**src/hw/rtl/stu_pkg.sv**
```systemverilog
// ----------------------------------------------------------------------------
// stu_pkg
// Shared types, codes and constants of the surfactant tension update block.
// ----------------------------------------------------------------------------
package stu_pkg;

  localparam int FACE_COUNT = 1024;
  localparam int FACE_W     = $clog2(FACE_COUNT);
  localparam int CFG_IDX_W  = 3;

  localparam logic [30:0] Q_ONE = 31'd65536;

  localparam logic [1:0] ACT_TENSION = 2'd0;
  localparam logic [1:0] ACT_DERIV   = 2'd1;
  localparam logic [1:0] ACT_UPDATE  = 2'd2;
  localparam logic [1:0] ACT_SPARE   = 2'd3;

  localparam logic [1:0] ST_OK       = 2'd0;
  localparam logic [1:0] ST_ZERO_DIV = 2'd1;
  localparam logic [1:0] ST_NOT_SET  = 2'd2;

  localparam logic [1:0] RG_NONE     = 2'd0;
  localparam logic [1:0] RG_LANGMUIR = 2'd1;
  localparam logic [1:0] RG_MONO     = 2'd2;
  localparam logic [1:0] RG_COLLAPSE = 2'd3;

  localparam logic [CFG_IDX_W-1:0] CFG_ADS  = 3'd0;
  localparam logic [CFG_IDX_W-1:0] CFG_DES  = 3'd1;
  localparam logic [CFG_IDX_W-1:0] CFG_CMAX = 3'd2;
  localparam logic [CFG_IDX_W-1:0] CFG_TREF = 3'd3;
  localparam logic [CFG_IDX_W-1:0] CFG_TEQ  = 3'd4;
  localparam logic [CFG_IDX_W-1:0] CFG_SLO  = 3'd5;
  localparam logic [CFG_IDX_W-1:0] CFG_SHI  = 3'd6;
  localparam logic [CFG_IDX_W-1:0] CFG_TMIN = 3'd7;

  typedef struct packed {
    logic [1:0]        action;
    logic [FACE_W-1:0] face;
    logic [30:0]       area_new;
    logic signed [31:0] area_increment;
    logic [30:0]       inv_step;
    logic              in_startup;
  } stu_in_t;

  typedef struct packed {
    logic signed [31:0] tension;
    logic signed [31:0] tension_derivative;
    logic [1:0]         regime;
    logic [30:0]        concentration;
    logic [1:0]         status;
  } stu_out_t;

  typedef enum logic [4:0] {
    OP_NONE, OP_LOAD, OP_CLR, OP_RES, OP_STARTUP, OP_RD, OP_MUL_CA, OP_CA_NEXT,
    OP_P1, OP_P2, OP_DEN, OP_CLAMP, OP_TMUL, OP_TFIN, OP_A2_START, OP_A2_NEXT,
    OP_N1, OP_DEN2, OP_Q, OP_T, OP_DFIN, OP_WRITE
  } op_t;

  typedef struct packed {
    op_t        op;
    logic [1:0] status;
  } stu_cmd_t;

  typedef struct packed {
    logic       mul_busy;
    logic       div_busy;
    logic       clr_last;
    logic       startup;
    logic [1:0] action;
    logic       entry_valid;
    logic       zero_div;
    logic       c_lt_one;
    logic       s_zero;
    logic [1:0] regime;
    logic       q_skip;
  } stu_sts_t;

endpackage

```
**src/hw/rtl/stu_ctrl.sv**
```systemverilog
// ----------------------------------------------------------------------------
// stu_ctrl
// Sequencer: memory clearing pass, request dispatch and the step order of
// the concentration, tension and derivative computation.
// ----------------------------------------------------------------------------
module stu_ctrl (
  input  logic              clk,
  input  logic              rst_n,
  input  logic              in_valid,
  output logic              in_ready,
  output logic              out_valid,
  input  logic              out_ready,
  output stu_pkg::stu_cmd_t cmd,
  input  stu_pkg::stu_sts_t sts
);
  import stu_pkg::*;

  typedef enum logic [4:0] {
    S_CLR, S_IDLE, S_DISP, S_CHK, S_WAIT, S_CA, S_P1, S_P2, S_DEN, S_CLAMP,
    S_TMUL, S_TFIN, S_DSEL, S_A2, S_N1, S_DEN2, S_Q, S_T, S_DFIN, S_FIN, S_OUT
  } state_t;

  state_t state_r, state_nxt, ret_r, ret_nxt;

  always_ff @(posedge clk) begin
    if (!rst_n) begin
      state_r <= S_CLR;
      ret_r   <= S_IDLE;
    end else begin
      state_r <= state_nxt;
      ret_r   <= ret_nxt;
    end
  end

  always_comb begin
    state_nxt  = state_r;
    ret_nxt    = ret_r;
    cmd.op     = OP_NONE;
    cmd.status = ST_OK;
    case (state_r)
      S_CLR: begin
        cmd.op = OP_CLR;
        if (sts.clr_last) begin
          state_nxt = S_IDLE;
        end
      end
      S_IDLE: begin
        if (in_valid) begin
          cmd.op    = OP_LOAD;
          state_nxt = S_DISP;
        end
      end
      S_DISP: begin
        state_nxt = S_OUT;
        if (sts.action == ACT_SPARE) begin
          cmd.op = OP_RES;
        end else if (sts.startup) begin
          cmd.op = (sts.action == ACT_UPDATE) ? OP_STARTUP : OP_RES;
        end else begin
          cmd.op    = OP_RD;
          state_nxt = S_CHK;
        end
      end
      S_CHK: begin
        if (!sts.entry_valid) begin
          cmd.op     = OP_RES;
          cmd.status = ST_NOT_SET;
          state_nxt  = S_OUT;
        end else if (sts.zero_div) begin
          cmd.op     = OP_RES;
          cmd.status = ST_ZERO_DIV;
          state_nxt  = S_OUT;
        end else begin
          cmd.op    = OP_MUL_CA;
          ret_nxt   = S_CA;
          state_nxt = S_WAIT;
        end
      end
      S_WAIT: begin
        if (!sts.mul_busy && !sts.div_busy) begin
          state_nxt = ret_r;
        end
      end
      S_CA: begin
        cmd.op    = OP_CA_NEXT;
        ret_nxt   = sts.c_lt_one ? S_P1 : S_CLAMP;
        state_nxt = S_WAIT;
      end
      S_P1: begin
        cmd.op    = OP_P1;
        ret_nxt   = S_P2;
        state_nxt = S_WAIT;
      end
      S_P2: begin
        cmd.op    = OP_P2;
        ret_nxt   = S_DEN;
        state_nxt = S_WAIT;
      end
      S_DEN: begin
        cmd.op    = OP_DEN;
        ret_nxt   = S_CLAMP;
        state_nxt = S_WAIT;
      end
      S_CLAMP: begin
        cmd.op    = OP_CLAMP;
        state_nxt = S_TMUL;
      end
      S_TMUL: begin
        cmd.op    = OP_TMUL;
        state_nxt = S_TFIN;
      end
      S_TFIN: begin
        cmd.op    = OP_TFIN;
        state_nxt = S_DSEL;
      end
      S_DSEL: begin
        if (sts.action == ACT_DERIV && sts.regime != RG_COLLAPSE) begin
          if (sts.regime == RG_LANGMUIR && sts.s_zero) begin
            cmd.op     = OP_RES;
            cmd.status = ST_ZERO_DIV;
            state_nxt  = S_OUT;
          end else begin
            cmd.op    = OP_A2_START;
            ret_nxt   = S_A2;
            state_nxt = S_WAIT;
          end
        end else begin
          state_nxt = S_FIN;
        end
      end
      S_A2: begin
        cmd.op    = OP_A2_NEXT;
        ret_nxt   = (sts.regime == RG_LANGMUIR) ? S_N1 : S_Q;
        state_nxt = S_WAIT;
      end
      S_N1: begin
        cmd.op    = OP_N1;
        ret_nxt   = S_DEN2;
        state_nxt = S_WAIT;
      end
      S_DEN2: begin
        cmd.op    = OP_DEN2;
        ret_nxt   = S_Q;
        state_nxt = S_WAIT;
      end
      S_Q: begin
        cmd.op = OP_Q;
        if (sts.q_skip) begin
          state_nxt = S_DFIN;
        end else begin
          ret_nxt   = S_T;
          state_nxt = S_WAIT;
        end
      end
      S_T: begin
        cmd.op    = OP_T;
        ret_nxt   = S_DFIN;
        state_nxt = S_WAIT;
      end
      S_DFIN: begin
        cmd.op    = OP_DFIN;
        state_nxt = S_FIN;
      end
      S_FIN: begin
        if (sts.action == ACT_UPDATE) begin
          cmd.op = OP_WRITE;
        end
        state_nxt = S_OUT;
      end
      S_OUT: begin
        if (out_ready) begin
          state_nxt = S_IDLE;
        end
      end
      default: state_nxt = S_IDLE;
    endcase
  end

  assign in_ready  = (state_r == S_IDLE);
  assign out_valid = (state_r == S_OUT);
endmodule

```
**config.mk**
```make
export PLATFORM = sky130hd
export DESIGN_NAME = stu_ctrl
export DESIGN_NICKNAME = d
export VERILOG_FILES = /design/src/hw/rtl/stu_pkg.sv /design/src/hw/rtl/stu_ctrl.sv
export SDC_FILE = /design/constraint.sdc
export NUM_CORES = 1
export LEC_CHECK = 0
export ABC_AREA = 1
export BUFFER_PORTS_ARGS = -buffer_cell sky130_fd_sc_hd__buf_2
export CORE_UTILIZATION = 49
export DETAILED_ROUTE_END_ITERATION = 7
export GPL_ROUTABILITY_DRIVEN = 1
export GPL_TIMING_DRIVEN = 1
export PLACE_DENSITY_LB_ADDON = 0.1
export SLEW_MARGIN = 30
export SYNTH_ARGS = -nofsm -noshare
export SYNTH_HDL_FRONTEND = slang
export SYNTH_SLANG_ARGS = --single-unit
```
**constraint.sdc**
```tcl
create_clock -name clk -period 1.25 [get_ports clk]
set_input_delay 0.0625 -clock clk [delete_from_list [all_inputs] [get_ports clk]]
set_output_delay 0.0625 -clock clk [all_outputs]
set_load 0.05 [all_outputs]
```
==> flow_metrics.tcl, run 1 <==
set metrics [dict create \
    async_reset_ff_frac 0 \
    outcome "did not finish" \
    worstEpCategory "primary output" \
    lastStage "global routing (5_1_grt)" \
    ctsRootBufferMaster "clkbuf_4" \
    clock_tree.htree_level_count 1 \
    place.gp.congestion 1.01 \
    synth_area_sq_mm 0.00125 \
    crit_endpoint "cmd[2]" \
    cts_buffers 3 \
    synth_cell_types 26 \
    grt_max_degree 10 \
    yosys_warnings 0 \
    synth_flop_cell "dfxtp_1" \
    fp.dieW_um 52.5 \
    num_rows 17 \
    ios 26 \
    hpwlAfterDp_mm 3.82 \
    syn_nets 234 \
    clock_sinks 10 \
    die_h_um 52.5 \
    firstError "[ERROR DPL-0038] Utilization greater than 100%, impossible to legalize" \
    synth_edf_count 0 \
    ys_ff_latch 10 \
    place_ws_ns -0.391 \
    yosysSeqAreaShare 0.160 \
    start_util 0.543 \
    placedCellCount 306 \
    synth_cells 217 \
    avgSynthCellArea_sq_um 5.75 \
    cts_buffer_depth 2 \
    port_buffers 25 \
]
-- stage by stage --
step / area, sq um / setup TNS, ns
floorplan: 1340 / -2.42
detailed placement: 1780 / -4.74
global placement: 1780 / -3.53
CTS: 2050 / -5.72
-- repair_timing --
| item | CTS |
|---|---|
| buffers inserted | 13 |
| resized for setup | 58 |
| pin swaps | 18 |
| hold buffers | 0 |
| setup endpoints to repair | 19 |
-- synthesized netlist by cell type (2+ instances only) --
cell      number  area, sq um
buf_4          2         15.0
nand3_1       17         85.1
nand2_4        3         33.8
inv_2          5         18.8
o21ai_1        2         10.0
nor2_4         5         56.3
o21ai_2        2         17.5
nand3b_1       3         22.5
nand2_2        8         50.1
inv_1         21         78.8
nand3_2        4         40.0
o21ai_0        8         40.0
nand4_1       10         62.6
nor2_2         5         31.3
nand2_1       54          203
nor3_1         6         30.0
a21oi_1        8         40.0
nor2_1        37          139
dfxtp_1       10          200
-- cells by family after synthesis --
family                 share of synthesized area
buffers and inverters                     0.0993
AOI/OAI and AO/OA                          0.106
and+or+nand+nor                            0.634
DFF                                        0.160
==> run 2, diff against run 1 <==
--- a/config.mk
+++ b/config.mk
@@ -7,11 +7,12 @@
 export LEC_CHECK = 0
 export ABC_AREA = 1
 export BUFFER_PORTS_ARGS = -buffer_cell sky130_fd_sc_hd__buf_2
-export CORE_UTILIZATION = 49
+export CORE_AREA = 2 2 63 65
 export DETAILED_ROUTE_END_ITERATION = 7
+export DIE_AREA = 0 0 65 67
 export GPL_ROUTABILITY_DRIVEN = 1
 export GPL_TIMING_DRIVEN = 1
-export PLACE_DENSITY_LB_ADDON = 0.1
+export PLACE_DENSITY_LB_ADDON = 0.15
 export SLEW_MARGIN = 30
 export SYNTH_ARGS = -nofsm -noshare
 export SYNTH_HDL_FRONTEND = slang
==> constraint.sdc (replaced) <==
create_clock -name clk -period 1.6 [get_ports clk]
set_input_delay 0.08 -clock clk [delete_from_list [all_inputs] [get_ports clk]]
set_output_delay 0.08 -clock clk [all_outputs]
set_load 0.05 [all_outputs]
==> run 2 against run 1 <==
  * The flow now finishes, with violations (negative setup slack)
  * Area after synthesis unchanged
  * Synthesized cell count unchanged
==> flow_metrics.tcl, run 2 <==
set metrics [dict create \
    outcome "finished with violations" \
    violations "negative setup slack" \
    worstSetupStartpointType "flop" \
    synth_top_area_frac 0.162 \
    slowest_stage "dfxtp_4" \
    cpLargestDelayFamily "simple AND/OR/NAND/NOR gates" \
    clkLatencyLatePin_ns 0.24 \
    setup_ws_ns -0.124 \
    dieArea_sq_mm 0.00436 \
    clock_tree.htree_level_count 1 \
    grt_max_degree 8 \
    clock_power_share 0.121 \
    via_per_inst 5.30 \
    ys_ff_latch 10 \
    slew_violations 0 \
    p_comb_frac 0.729 \
    num_rows 22 \
    min_period_over_period 1.08 \
    synth_cells 217 \
    grt_pass1_vias 1582 \
    avgSynthCellArea_sq_um 5.75 \
    nets 301 \
    max-slew-margin-rel 0.785 \
    clock_sinks 10 \
    tritoncts "done" \
    grt-ovfl-total 0 \
    peakVddDrop_mv 0.614 \
    drc 0 \
    crit_buf_inv 3 \
    crit_fanout 7 \
    cts_buffers 3 \
    min_period_ns 1.72 \
    tightest_slew_ns 0.321 \
    placed_cell_area_sq_mm 0.00162 \
    timing.fmax_mhz 580 \
    drive_above_1_share 0.519 \
    fp.dieW_um 65 \
    routed_wl_mm 4.95 \
    layout_common_cells "nand2_1, buf_4, nor2_1" \
    slowest_delay_ns 0.42 \
    reg_top3 "ret_r (5), state_r (5)" \
    p_switching_mw 1.30 \
    ctsRootBufferMaster "clkbuf_8" \
    cts_buffer_depth 2 \
    yosys-top-cells-area "nand2_1, dfxtp_1, nor2_1, nand3_1, inv_1" \
    power_leakage_nw 1.08 \
    yosys_warnings 0 \
    yosysMostFrequentCell "nand2_1" \
    via_count 1754 \
    final_common_cell "nand2_1" \
    final_cells 331 \
    antenna_cells 0 \
    drtPass1Iterations 4 \
    die_h_um 67 \
    ios 26 \
    crit_path_end_kind "output port" \
    synth_area_sq_mm 0.00125 \
    hpwlAfterDp_mm 3.39 \
    crit_chain "inv_4, nand2_4, nor2_4, buf_6, nand2_4, o21ai_2, nor3_1, nand3_1, buf_6" \
    seqPwrFrac 0.149 \
    synth_flop_cell "dfxtp_1" \
    grt_pass1_wl_mm 7.16 \
    critPathKind "flop to output port" \
    yosys-top-cells-count "nand2_1, nor2_1, inv_1, nand3_1" \
    hp-class "primary input to flop" \
    area_growth_pct 69.8 \
    place.gp.congestion 0.907 \
    core_area_sq_mm 0.00361 \
    placedCellCount 309 \
    start_util 0.346 \
    power_density_mw_per_mm2 1260 \
    p_int_mw 1.38 \
    synth_top_area_cell "nand2_1" \
    cap_violations 0 \
    async_reset_ff_frac 0 \
    final_area_sq_mm 0.00212 \
    yosysSeqAreaShare 0.160 \
    hold_viol_final 0 \
    syn_nets 234 \
    setup_viol 8 \
    antenna_found_initial 0 \
    port_buffers 25 \
    wl_per_cell_um 15.0 \
    ant_nets 0 \
    grtUsageTotal 0.216 \
    synth_cell_types 26 \
    p_sw_frac 0.486 \
    synth_edf_count 0 \
    clock_skew_ns 0.00266 \
    clk_pin_slew_ns 0.05 \
    dr.first_iter.drc_count 120 \
    crit_arrival_ns 1.64 \
    critical_path_required_ns 1.52 \
    total_power_mw 2.68 \
    rsz0062_at_grt "true" \
]
[run 2: cell counts after synthesis]
No cell type changed its count.
[run 2: layer usage]
layer	wire length, um	share of wire	global-route usage
met5	0	0	0
met4	230	0.046	0.149
met3	340	0.069	0.0355
met2	2410	0.49	0.339
met1	1970	0.40	0.270
[run 2: per-stage QoR]
step | hold slack (ns) | utilization | worst slack (ns) | setup TNS, ns
final | 0.0738 | 0.587 | -0.124 | -0.445
after detailed placement | 0.328 | 0.450 | 0.0421 | 0
after global placement | 0.321 | 0.450 | -0.00600 | -0.00600
after CTS | 0.0751 | 0.517 | -0.0908 | -0.164
after floorplan | 0.164 | - | -0.00528 | -0.00528
after global routing | 0.0854 | 0.587 | -0.189 | -1.20
[run 2: cells by family (layout without fill, tap and decap cells)]
group | count (synthesis) | after routing | synth area share
simple gates | 155 | 155 | 0.634
flops | 10 | 10 | 0.160
buf+inv | 29 | 95 | 0.0993
compound gates | 23 | 23 | 0.106
[run 2: cell type report]
class | instances | area (sq um)
clock buffer | 4 | 55.1
tap | 48 | 60.1
fill | 333 | 1490
multi-input combinational | 178 | 1140
sequential | 10 | 209
timing repair buffer | 65 | 547
inverter | 26 | 109
[run 2: what timing repair did]
action | 4_1_cts | 5_1_grt
gates resized for setup | 36 | 44
hold buffers | 0 | 0
endpoints found under the setup margin | 7 | 16
pin swaps | 12 | 14
gates cloned | 1 | 0
endpoints found under the hold margin | 0 | 0
buffers inserted | 7 | 10
[run 2: path summary, 6_finish.rpt]
kind	end	cells past startpoint	slack, ns	from
max	cmd[4]	9	-0.12	state_r[1]
min	ret_r[0]	2	0.07	rst_n
max reg2reg	ret_r[0]	11	-0.03	state_r[3]
min reg2reg	ret_r[1]	2	0.47	ret_r[1]
[run 2: power by group through the flow]
stage	Clock, mW	Combinational, mW	Sequential, mW
CTS	0.337	1.65	0.392
global route	0.347	2.08	0.405
floorplan	0	0.981	0.362
global placement	0	1.41	0.381
detailed placement	0	1.38	0.382
finish	0.325	1.95	0.399
No activity file was read; power rests on OpenSTA's default activity.
==> run 3, diff against run 2 <==
--- a/config.mk
+++ b/config.mk
@@ -5,7 +5,6 @@
 export SDC_FILE = /design/constraint.sdc
 export NUM_CORES = 1
 export LEC_CHECK = 0
-export ABC_AREA = 1
 export BUFFER_PORTS_ARGS = -buffer_cell sky130_fd_sc_hd__buf_2
 export CORE_AREA = 2 2 63 65
 export DETAILED_ROUTE_END_ITERATION = 7
==> run 3 against run 2 <==
  * Critical endpoint is now cmd[2]
  * The flow still finishes with violations (negative setup slack)
  * Global-route usage down 1.5 points
  * Register-to-register slack worse by 0.13 ns
  * Non-clock buffer count up 26
  * Sequential power down 37%
  * Largest power group unchanged
  * Fmax down 3.9%
  * Worst hold slack better by 0.0047 ns
  * Sequential cell count unchanged
  * Clock-buffer cell count down 1
  * Total power down 71%
  * First-iteration DRC count down 56%
==> flow_metrics.tcl, run 3 <==
set metrics [dict create \
    outcome "finished with violations" \
    violations "negative setup slack" \
    rsz0062_at_grt "true" \
    ios 26 \
    setup_ws_ns -0.194 \
    tightest_slew_ns 0.504 \
    antenna_cells 0 \
    max-slew-margin-rel 0.664 \
    synth_edf_count 0 \
    crit_chain "buf_6, buf_12, nor2b_4, nand2_2, nand2_2, o22ai_2, a221o_2, buf_8" \
    tritoncts "done" \
    antenna_found_initial 0 \
    crit_path_end_kind "output port" \
    die_h_um 67 \
    p_sw_frac 0.307 \
    ant_nets 0 \
    grt_pass1_wl_mm 6.60 \
    ys_ff_latch 10 \
    slowest_delay_ns 0.38 \
    clock_power_share 0.326 \
    yosys-top-cells-count "nand2_1, nor2_1, o21ai_0, a21oi_1, dfxtp_1" \
    timing.fmax_mhz 557 \
    synth_top_area_frac 0.189 \
    final_common_cell "buf_4" \
    reg_top3 "ret_r (5), state_r (5)" \
    yosys_warnings 0 \
    clock_skew_ns 0.00295 \
    syn_nets 169 \
    drtPass1Iterations 4 \
    fillCellCount 314 \
    clk_pin_slew_ns 0.04 \
    grt_max_degree 14 \
    clkLatencyLatePin_ns 0.23 \
    hold_viol_final 0 \
    power_leakage_nw 0.941 \
    avgSynthCellArea_sq_um 6.98 \
    min_period_ns 1.79 \
    clock_tree.htree_level_count 1 \
    yosys-top-cells-area "dfxtp_1, nand2_1, nor2_1, nor2b_1, o21ai_0" \
    synth_cell_types 51 \
    placed_cell_area_sq_mm 0.00162 \
    fp.dieW_um 65 \
    via_per_inst 5.35 \
    setup_viol 16 \
    p_comb_frac 0.345 \
    synth_cells 152 \
    hp-class "primary input to flop" \
    crit_top_cell "nand2_2" \
    clock_sinks 10 \
    routed_wl_mm 4.46 \
    min_period_over_period 1.12 \
    grt-ovfl-total 0 \
    total_power_mw 0.769 \
    synth_area_sq_mm 0.00106 \
    synth_flop_cell "dfxtp_1" \
    hpwlAfterDp_mm 3.24 \
    critical_path_required_ns 1.52 \
    place.gp.congestion 0.924 \
    seqPwrFrac 0.329 \
    num_rows 22 \
    dr.first_iter.drc_count 53 \
    crit_fanout 6 \
    nets 253 \
    slowest_stage "a221o_2" \
    async_reset_ff_frac 0 \
    p_int_mw 0.533 \
    peakVddDrop_mv 0.343 \
    cts_buffers 3 \
    start_util 0.294 \
    tns_ns -1.50 \
    wl_per_cell_um 15.8 \
    power_density_mw_per_mm2 360 \
    drive_above_1_share 0.628 \
    final_area_sq_mm 0.00214 \
    slew_violations 0 \
    cts_buffer_depth 2 \
    ctsRootBufferMaster "clkbuf_8" \
    grt_pass1_vias 1446 \
    p_switching_mw 0.236 \
    grtUsageTotal 0.201 \
    layout_common_cells "buf_4, buf_6, buf_2" \
    worstSetupStartpointType "flop" \
    via_count 1509 \
    synth_top_area_cell "dfxtp_1" \
    yosysSeqAreaShare 0.189 \
    crit_arrival_ns 1.71 \
    core_area_sq_mm 0.00361 \
    port_buffers 25 \
    area_growth_pct 102 \
    cap_violations 0 \
    drc 0 \
    dieArea_sq_mm 0.00436 \
    critPathKind "flop to output port" \
]
==> run 3: cell type report <==
type | count | area [sq um] | share of cell area
Sequential cell | 10 | 219 | 0.102
Multi-Input combinational cell | 124 | 1020 | 0.476
Tap cell | 48 | 60.1 | 0.0281
Timing Repair Buffer | 91 | 774 | 0.362
Clock buffer | 3 | 41.3 | 0.0193
Inverter | 6 | 25.0 | 0.0117
==> run 3: power groups by stage <==
| stage | logic, mW | registers (mW) | clock network, mW |
|---|---|---|---|
| global route | 0.284 | 0.253 | 0.268 |
| CTS | 0.240 | 0.253 | 0.255 |
| detailed placement | 0.213 | 0.262 | 0 |
| finish | 0.266 | 0.253 | 0.251 |
| floorplan | 0.122 | 0.259 | 0 |
| global placement | 0.212 | 0.262 | 0 |
==> run 3: path summary, 6_finish.rpt <==
check / slack, ns / start / cells past startpoint / to
max: -0.19 / state_r[4] / 8 / cmd[2]
min: 0.08 / out_ready / 2 / state_r[4]
max reg2reg: -0.16 / state_r[3] / 5 / ret_r[1]
min reg2reg: 0.45 / ret_r[3] / 2 / ret_r[3]
==> run 3: routing by layer <==
metal,vias up,global-route usage,wire (um),part of all wire
li1,740,-,-,-
met1,703,0.228,1840,0.41
met2,47,0.361,2260,0.51
met3,19,0.0152,124,0.028
met4,0,0.133,237,0.053
met5,-,0,0,0
==> run 3: timing repair <==
| item | CTS | global route |
|---|---|---|
| setup buffers | 4 | 11 |
| pin swaps | 10 | 8 |
| hold buffers | 0 | 0 |
| endpoints found under the setup margin | 18 | 19 |
| cloned | 0 | 1 |
| gates resized for setup | 57 | 35 |
==> run 3: through the flow <==
step | util | setup WS (ns) | instances | hold slack [ns]
6_report | 0.593 | -0.194 | 282 | 0.0785
5_1_grt | 0.593 | -0.255 | 282 | 0.0896
4_1_cts | 0.524 | -0.164 | 270 | 0.0765
3_5_place_dp | 0.449 | -0.265 | 263 | 0.309
3_3_place_gp | 0.449 | -0.308 | 263 | 0.302
2_1_floorplan | - | -0.221 | 152 | 0.198
==> run 3: critical path: cells and delay by family (launching register included) <==
| family | cells | cell delay, ns |
|---|---|---|
| flops | 1 | 0.36 |
| buf+inv | 3 | 0.41 |
| compound gates | 2 | 0.45 |
| simple gates | 3 | 0.25 |
==> run 3: logic make-up (layout without fill, tap and decap cells) <==
group           Yosys count  in the layout  share of synthesized area
compound gates           52             52                      0.354
buf+inv                  18            100                     0.0755
flops                    10             10                      0.189
mux                       4              4                     0.0413
simple gates             68             68                      0.341
